--- src/design/button_debounce_press_classifier_assert.svh ---
// ----------------------------------------------------------------------------
// Button debounce assertion macros
// Concurrent assertion wrappers shared by the RTL of the press classifier.
// Defining NO_ASSERTIONS removes every check.
// ----------------------------------------------------------------------------
`ifndef BUTTON_DEBOUNCE_PRESS_CLASSIFIER_ASSERT_SVH
`define BUTTON_DEBOUNCE_PRESS_CLASSIFIER_ASSERT_SVH

`ifndef NO_ASSERTIONS

// Property holds at every rising clock edge outside reset.
`define BDPC_ASSERT(name, prop, clk, rst_n) \
  name: assert property (@(posedge clk) disable iff (!rst_n) (prop)) \
    else $error("assertion failed: name");

// An implication from one cycle to the next.
`define BDPC_ASSERT_NEXT(name, ante, cons, clk, rst_n) \
  name: assert property (@(posedge clk) disable iff (!rst_n) (ante) |=> (cons)) \
    else $error("assertion failed: name");

`else

`define BDPC_ASSERT(name, prop, clk, rst_n)
`define BDPC_ASSERT_NEXT(name, ante, cons, clk, rst_n)

`endif

`endif

--- src/design/bdpc_pkg.sv ---
// ----------------------------------------------------------------------------
// Button debounce package
// Types and constants shared by the press classifier and its button slices.
// ----------------------------------------------------------------------------
package bdpc_pkg;

  localparam int unsigned TICK_W    = 32;
  localparam int unsigned CFG_W     = 16;
  localparam int unsigned CFG_IDX_W = 2;

  // Reset values of the configuration registers.
  localparam logic [CFG_W-1:0] DEBOUNCE_RST    = 16'd50;
  localparam logic [CFG_W-1:0] SHORT_LIMIT_RST = 16'd500;
  localparam logic [CFG_W-1:0] LONG_LIMIT_RST  = 16'd2000;

  // Per-button event code.
  typedef enum logic [1:0] {
    EV_NONE    = 2'd0,
    EV_SHORT   = 2'd1,
    EV_LONG    = 2'd2,
    EV_HOLDING = 2'd3
  } press_ev_e;

  // Configuration register index.
  typedef enum logic [CFG_IDX_W-1:0] {
    CFG_DEBOUNCE    = 2'd0,
    CFG_SHORT_LIMIT = 2'd1,
    CFG_LONG_LIMIT  = 2'd2
  } cfg_idx_e;

  typedef struct packed {
    logic [CFG_W-1:0] debounce_ms;
    logic [CFG_W-1:0] short_limit_ms;
    logic [CFG_W-1:0] long_limit_ms;
  } cfg_t;

  // Per-poll status of one button.
  typedef struct packed {
    logic      changed;
    press_ev_e ev;
  } btn_res_t;

endpackage

--- src/design/button_debounce_press_classifier.sv ---
// ----------------------------------------------------------------------------
// Button debounce press classifier
// Debounces active-low button levels polled with a millisecond tick and
// reports short, long and holding presses per button.
// ----------------------------------------------------------------------------
//  channel  | signals                                     | direction
//  ---------+---------------------------------------------+----------
//  in       | in_valid_i/in_ready_o, now_ms_i, raw_levels_i | sink
//  out      | out_valid_o/out_ready_i, pressed_mask_o,    | source
//           | press_events_o, last_change_ms_o            |
//  cfg      | cfg_valid_i/cfg_ready_o, cfg_index_i,       | sink
//           | cfg_data_i                                  |
//
// The work stage sustains one transaction per cycle while the result side
// accepts; a poll passes through the input register, then the result register.
// The input register and the result register decouple the two sides, so a
// new poll can enter an empty input register while an unread result waits.
// Reset clears all button state and loads the default limits (50/500/2000).
// Configuration writes are always accepted.
// ----------------------------------------------------------------------------
`include "button_debounce_press_classifier_assert.svh"

module button_debounce_press_classifier #(
  parameter int unsigned NUM_BUTTONS = 3
) (
  input  logic                           clk_i,
  input  logic                           rst_ni,
  input  logic                           in_valid_i,
  output logic                           in_ready_o,
  input  logic [bdpc_pkg::TICK_W-1:0]    now_ms_i,
  input  logic [NUM_BUTTONS-1:0]         raw_levels_i,
  output logic                           out_valid_o,
  input  logic                           out_ready_i,
  output logic [NUM_BUTTONS-1:0]         pressed_mask_o,
  output logic [2*NUM_BUTTONS-1:0]       press_events_o,
  output logic [bdpc_pkg::TICK_W-1:0]    last_change_ms_o,
  input  logic                           cfg_valid_i,
  output logic                           cfg_ready_o,
  input  logic [bdpc_pkg::CFG_IDX_W-1:0] cfg_index_i,
  input  logic [bdpc_pkg::CFG_W-1:0]     cfg_data_i
);
  import bdpc_pkg::*;

  cfg_t                   cfg_q;
  logic                   in_valid_q;
  logic [TICK_W-1:0]      now_q;
  logic [NUM_BUTTONS-1:0] raw_q;
  logic                   out_valid_q;
  logic [2*NUM_BUTTONS-1:0] events_q, events_d;
  logic [TICK_W-1:0]      any_change_q;
  logic [NUM_BUTTONS-1:0] btn_changed;
  logic                   advance;
  btn_res_t               btn_res [NUM_BUTTONS];

  // Configuration registers.
  assign cfg_ready_o = 1'b1;

  always_ff @(posedge clk_i or negedge rst_ni) begin
    if (!rst_ni) begin
      cfg_q.debounce_ms    <= DEBOUNCE_RST;
      cfg_q.short_limit_ms <= SHORT_LIMIT_RST;
      cfg_q.long_limit_ms  <= LONG_LIMIT_RST;
    end else if (cfg_valid_i) begin
      unique case (cfg_index_i)
        CFG_DEBOUNCE:    cfg_q.debounce_ms    <= cfg_data_i;
        CFG_SHORT_LIMIT: cfg_q.short_limit_ms <= cfg_data_i;
        CFG_LONG_LIMIT:  cfg_q.long_limit_ms  <= cfg_data_i;
        default: ;
      endcase
    end
  end

  // Work stage moves when it holds a poll and the result slot is free or being read.
  assign advance    = in_valid_q && (!out_valid_q || out_ready_i);
  assign in_ready_o = !in_valid_q || advance;

  // Input register.
  always_ff @(posedge clk_i or negedge rst_ni) begin
    if (!rst_ni) begin
      in_valid_q <= 1'b0;
    end else if (in_valid_i && in_ready_o) begin
      in_valid_q <= 1'b1;
    end else if (advance) begin
      in_valid_q <= 1'b0;
    end
  end

  always_ff @(posedge clk_i) begin
    if (in_valid_i && in_ready_o) begin
      now_q <= now_ms_i;
      raw_q <= raw_levels_i;
    end
  end

  // One slice per button; pins are active low.
  for (genvar g = 0; g < NUM_BUTTONS; g++) begin : g_btn
    bdpc_button u_button (
      .clk_i     (clk_i),
      .rst_ni    (rst_ni),
      .step_i    (advance),
      .now_i     (now_q),
      .sense_i   (~raw_q[g]),
      .cfg_i     (cfg_q),
      .pressed_o (pressed_mask_o[g]),
      .res_o     (btn_res[g])
    );
    assign events_d[2*g +: 2] = btn_res[g].ev;
    assign btn_changed[g]     = btn_res[g].changed;
  end

  // Result register and the shared change tick.
  always_ff @(posedge clk_i or negedge rst_ni) begin
    if (!rst_ni) begin
      out_valid_q  <= 1'b0;
      any_change_q <= '0;
    end else begin
      if (advance) begin
        out_valid_q <= 1'b1;
      end else if (out_ready_i) begin
        out_valid_q <= 1'b0;
      end
      if (advance && (|btn_changed)) begin
        any_change_q <= now_q;
      end
    end
  end

  always_ff @(posedge clk_i) begin
    if (advance) begin
      events_q <= events_d;
    end
  end

  assign out_valid_o      = out_valid_q;
  assign press_events_o   = events_q;
  assign last_change_ms_o = any_change_q;

  // Checks.
  `BDPC_ASSERT_NEXT(a_advance_gives_result, advance, out_valid_q, clk_i, rst_ni)
  `BDPC_ASSERT_NEXT(a_stalled_poll_kept, in_valid_q && !advance, in_valid_q, clk_i, rst_ni)
  `BDPC_ASSERT(a_holding_is_pressed,
      !out_valid_o || (press_events_o[1:0] != EV_HOLDING) || pressed_mask_o[0], clk_i, rst_ni)
  `BDPC_ASSERT(a_release_not_pressed,
      !out_valid_o || ((press_events_o[1:0] != EV_SHORT) && (press_events_o[1:0] != EV_LONG))
      || !pressed_mask_o[0], clk_i, rst_ni)

endmodule

--- src/design/bdpc_button.sv ---
// ----------------------------------------------------------------------------
// Button slice
// Debounce state and press classification of a single button.
// ----------------------------------------------------------------------------
module bdpc_button (
  input  logic                        clk_i,
  input  logic                        rst_ni,
  input  logic                        step_i,
  input  logic [bdpc_pkg::TICK_W-1:0] now_i,
  input  logic                        sense_i,
  input  bdpc_pkg::cfg_t              cfg_i,
  output logic                        pressed_o,
  output bdpc_pkg::btn_res_t          res_o
);
  import bdpc_pkg::*;

  logic              last_raw_q, last_raw_d;
  logic              deb_q, deb_d;
  logic [TICK_W-1:0] stable_q, stable_d;
  logic [TICK_W-1:0] changed_q, changed_d;
  logic [TICK_W-1:0] since_ms;
  logic [TICK_W-1:0] held_ms;
  logic [TICK_W-1:0] hold_age;
  logic              raw_moved;
  logic              accept;

  // Raw level tracking: a change restarts the stable timer.
  always_comb begin
    raw_moved  = (sense_i != last_raw_q);
    last_raw_d = sense_i;
    stable_d   = raw_moved ? now_i : stable_q;
    since_ms   = raw_moved ? '0 : (now_i - stable_q);
    accept     = (sense_i != deb_q) && (since_ms >= {{(TICK_W-CFG_W){1'b0}}, cfg_i.debounce_ms});
    held_ms    = now_i - changed_q;
    deb_d      = accept ? sense_i : deb_q;
    changed_d  = accept ? now_i : changed_q;
    hold_age   = accept ? '0 : held_ms;
  end

  // Event classification for this poll.
  always_comb begin
    res_o.changed = accept;
    res_o.ev      = EV_NONE;
    if (accept && !sense_i) begin
      if (held_ms < {{(TICK_W-CFG_W){1'b0}}, cfg_i.short_limit_ms}) begin
        res_o.ev = EV_SHORT;
      end else if (held_ms < {{(TICK_W-CFG_W){1'b0}}, cfg_i.long_limit_ms}) begin
        res_o.ev = EV_LONG;
      end
    end
    if (deb_d && (hold_age >= {{(TICK_W-CFG_W){1'b0}}, cfg_i.long_limit_ms})) begin
      res_o.ev = EV_HOLDING;
    end
  end

  // State update once per poll.
  always_ff @(posedge clk_i or negedge rst_ni) begin
    if (!rst_ni) begin
      last_raw_q <= 1'b0;
      deb_q      <= 1'b0;
      stable_q   <= '0;
      changed_q  <= '0;
    end else if (step_i) begin
      last_raw_q <= last_raw_d;
      deb_q      <= deb_d;
      stable_q   <= stable_d;
      changed_q  <= changed_d;
    end
  end

  assign pressed_o = deb_q;

endmodule

--- config.mk ---
export PLATFORM = sky130hd
export DESIGN_NAME = button_debounce_press_classifier
export DESIGN_NICKNAME = d
export VERILOG_FILES = /design/src/design/bdpc_pkg.sv /design/src/design/button_debounce_press_classifier.sv /design/src/design/bdpc_button.sv
export VERILOG_INCLUDE_DIRS = /design/src /design/src/design
export SDC_FILE = /design/constraint.sdc
export NUM_CORES = 1
export LEC_CHECK = 0
export BUFFER_PORTS_ARGS = -buffer_cell sky130_fd_sc_hd__buf_4
export CORE_MARGIN = 3
export CORE_UTILIZATION = 50
export CTS_CLUSTER_SIZE = 40
export DETAILED_ROUTE_END_ITERATION = 10
export PLACE_DENSITY = 0.67
export SLEW_MARGIN = 20
export SYNTH_ARGS = -nofsm -noshare
export SYNTH_HDL_FRONTEND = slang
export SYNTH_SLANG_ARGS = --single-unit
--- constraint.sdc ---
create_clock -name clk_i -period 9.35 [get_ports clk_i]
set_input_delay 0.935 -clock clk_i [delete_from_list [all_inputs] [get_ports clk_i]]
set_output_delay 0.935 -clock clk_i [all_outputs]
set_load 0.05 [all_outputs]
==> run metrics <==
outcome=complete, no violations; VDD IR max=221 µV; crit share post-route=between 80 and 90%; Final HPWL DP=just under 70000 µm; die area=59200 µm²; Rows=between 80 and 90; setup_tns=0 ns; syn avg cell area=approximately 9 µm²; Synth async-reset ratio=just under 90%; DRT antenna net count=0; initial antenna violation count=2; routed wire length=~87000 µm; DR WL/cell=around 22 µm; Remaining Overflow, GRT=0; Reg power frac=around a fifth; number of global-route vias before repair=24000; clock root buffer=clkbuf_16; first-pass GRT wire length=135000 µm; fin util=a little under three fifths; Synth cell types=90; CTS tree=yes; largest stage delay on the critical path=approximately 0.76 ns; Initial DRC Count=roughly 1900; DR top layer=met4; sequential cell area=~8300 µm²; Num Clock Sinks=approximately 320; CTS Hold Bufs=0; Area Growth Syn to Fin=10.3%; CP max-delay cell=edfxtp_1; Syn Inst Count=between 3000 and 4000; Port Buffer Count=100; Die Y=243 µm; initial core utilization=50.8%; register area share after synthesis=29.3%; HP Class=in -> async; Clk Latency, worst-skew pair=about 0.58 ns; worst clock skew=between 0.02 and 0.025 ns; internal power=between 6 and 7 mW; post-cts resize count=0; Top cell by count, worst path=a21o_1; # fillers=~5100; crit path time final=8.16 ns; Worst setup SP type=flop; crit path kind=reg -> reg; crit path capture type=flop; DR vias=roughly 24000; Crit Path Max Fanout=20; Max-slew headroom=between 20% and 30%; design area=31000 µm²; drc violations=0; switching power=about 5.7 mW; Final Max Tran Viols=0; Tot GR Track Use=a little under 30%; Routed met1 length=between 30000 and 40000 µm; I/O pins=just over 100; Primary FF master, synth=dfrtp_1; #FFs+latches synth=between 300 and 400; Hold Violations, Final=0; syn_nets=3572; ant diodes=0; RSZ-0062 raised after global routing=no; pin count of the biggest net entering global routing=79; CP Data Arrival Time=8.49 ns; WP data required=9.69 ns; Post-layout nets=between 3000 and 4000; Final setup viols=0; routability cong.=roughly 0.92; Via density=6.09; core area=55400 µm²; CTS max path bufs=3; Die Wd=243 µm; Fmax achieved=0.123 GHz; htree depth=2; number of synthesis warnings=0; Detailed Routing Iterations Pass 1=6; share of cells above drive strength 1=between 10 and 15%; combinational share of power=~70%; Multi-input gate area=between 15000 and 20000 µm²; Area after DPL=about 30000 µm²; total CTS buffers=40; Leak=14.5 nW; Net Sw Frac=between 40% and 50%; EDFF count, synth=41; MaxCap Viol Count=0; clk slew on worst S/H paths=~0.060 ns; Post-CTS Setup Inserts=0; Setup WS post-layout=around 1.2 ns; Power Density=between 300 and 400 nW/µm²; clock group share of total power=a little over an eighth; met3 wire length=about 4300 µm; worst slew pin tran=roughly 1.1 ns; met2 wire length=~42000 µm; Setup WS pre-CTS=approximately 1.3 ns; synthesized cell area=28100 µm²; Worst Reg-to-Reg Cells=32
[synthesized netlist by cell type (11+ instances only)]
| cell type | n | area, µm² |
|---|---|---|
| ha_1 | 372 | 4650 |
| inv_1 | 288 | 1080 |
| dfrtp_1 | 265 | 6630 |
| nand2_1 | 222 | 833 |
| o21ai_0 | 217 | 1090 |
| a21oi_1 | 208 | 1040 |
| mux2_2 | 190 | 2140 |
| nor2_1 | 178 | 668 |
| a21o_1 | 102 | 766 |
| xnor2_1 | 82 | 718 |
| clkbuf_1 | 70 | 263 |
| nand3_1 | 64 | 320 |
| nand4_1 | 51 | 319 |
| nand2b_1 | 50 | 313 |
| nor3_1 | 46 | 230 |
| a211oi_1 | 44 | 330 |
| nor2b_1 | 43 | 269 |
| o21a_1 | 42 | 315 |
| edfxtp_1 | 41 | 1230 |
| and2_1 | 39 | 244 |
| xor2_1 | 37 | 324 |
| a31oi_1 | 31 | 194 |
| o211ai_1 | 26 | 195 |
| o21bai_1 | 23 | 173 |
| o31ai_1 | 22 | 165 |
| buf_2 | 20 | 100 |
| mux2_4 | 20 | 300 |
| mux2i_1 | 18 | 180 |
| o2111ai_1 | 17 | 149 |
| a21boi_0 | 16 | 120 |
| nor4_1 | 16 | 100 |
| a211o_1 | 15 | 131 |
| dfstp_2 | 15 | 394 |
| nand3b_1 | 15 | 113 |
| and3_1 | 14 | 87.6 |
| or3_1 | 13 | 81.3 |
| a2111oi_0 | 12 | 105 |
| o22ai_1 | 11 | 68.8 |
| or2_2 | 11 | 68.8 |
[power groups by stage]
stage / Clock, mW / Combinational [mW] / Sequential, mW
2_1_floorplan: 0 / 5.66 / 2.46
3_3_place_gp: 0 / 7.71 / 2.21
3_5_place_dp: 0 / 7.92 / 2.23
4_1_cts: 1.59 / 7.97 / 2.21
5_1_grt: 1.65 / 8.95 / 2.27
6_report: 1.56 / 8.05 / 2.21
[placed cells by master, fill, tap and decap left out, types with 17 or more instances in the layout]
cell	instances
ha_1	372
inv_1	288
dfrtp_1	265
nand2_1	222
o21ai_0	217
a21oi_1	208
mux2_2	190
nor2_1	178
buf_4	145
a21o_1	102
xnor2_1	82
nand3_1	64
nand4_1	51
nand2b_1	50
nor3_1	46
a211oi_1	44
nor2b_1	43
o21a_1	42
clkbuf_16	42
edfxtp_1	41
xor2_1	37
and2_1	37
a31oi_1	31
o211ai_1	26
o21bai_1	23
o31ai_1	22
mux2_4	20
mux2i_1	18
o2111ai_1	17
[cells by family after synthesis]
logic type | share of synthesized area (%)
other | 0.0133
and+or+nand+nor | 14.1
muxes | 9.71
adders and majority gates | 17.0
buffers and inverters | 5.47
DFF | 29.3
AOI/OAI and AO/OA | 20.7
xor gates and xnor gates | 3.70
[flip-flops by register name, indices dropped and copies added (netlist names)]
signal,count
last_change_ms_o,32
now_q,32
press_events_o,6
g_btn.u_button.changed_q,96
g_btn.u_button.pressed_o,3
in_valid_q,1
g_btn.u_button.stable_q,96
g_btn.u_button.last_raw_q,3
raw_q,3
cfg_q,48
out_valid_o,1
[final cells by class]
type	count	area share (%)
repair buffers	147	3.59
inverters	289	3.49
clock buffers	56	3.62
well taps	748	3.01
clock inverters	17	0.552
multi-input cells	2426	59.1
flip-flops and latches	321	26.6
[worst paths after layout]
kind	slack (ns)	start	to
worst min register to register	0.49	last_change_ms_o[24]$_DFFE_PN0P_	last_change_ms_o[24]$_DFFE_PN0P_
worst min-delay path	0.33	rst_ni	cfg_q[31]$_DFFE_PN0P_
max in group asynchronous	6.80	rst_ni	g_btn[2].u_button.stable_q[24]$_DFFE_PN0P_
worst max register to register	1.19	now_q[1]$_DFFE_PP_	press_events_o[1]$_SDFFCE_PP1P_
min in group clk_i	0.49	last_change_ms_o[24]$_DFFE_PN0P_	last_change_ms_o[24]$_DFFE_PN0P_
worst max-delay path	1.19	now_q[1]$_DFFE_PP_	press_events_o[1]$_SDFFCE_PP1P_
[per-layer routing]
| layer | vias up | global-route usage [%] |
|---|---|---|
| li1 | 11600 | - |
| met1 | 11900 | 37.5 |
| met2 | 695 | 49.8 |
| met3 | 156 | 3.56 |
| met4 | 0 | 10.4 |
| met5 | - | 0 |
[per-stage QoR]
stage	total power [mW]	hold WS, ns	std cells
floorplan	8.12	0.450	3136
global placement	9.92	0.465	3931
detailed placement	10.2	0.481	3931
CTS	11.8	0.347	4004
global route	12.9	0.375	4004
finish	11.8	0.335	4004
[critical path, delay by kind of cell (launching register included)]
kind / cells / cell delay (ns)
buf+inv: 2 / 0.59
xor+xnor: 1 / 0.15
flops: 1 / 0.76
fa+ha+maj: 3 / 1.09
simple gates: 6 / 1.17
compound gates: 20 / 4.14
(Power assumes the default switching activity.)
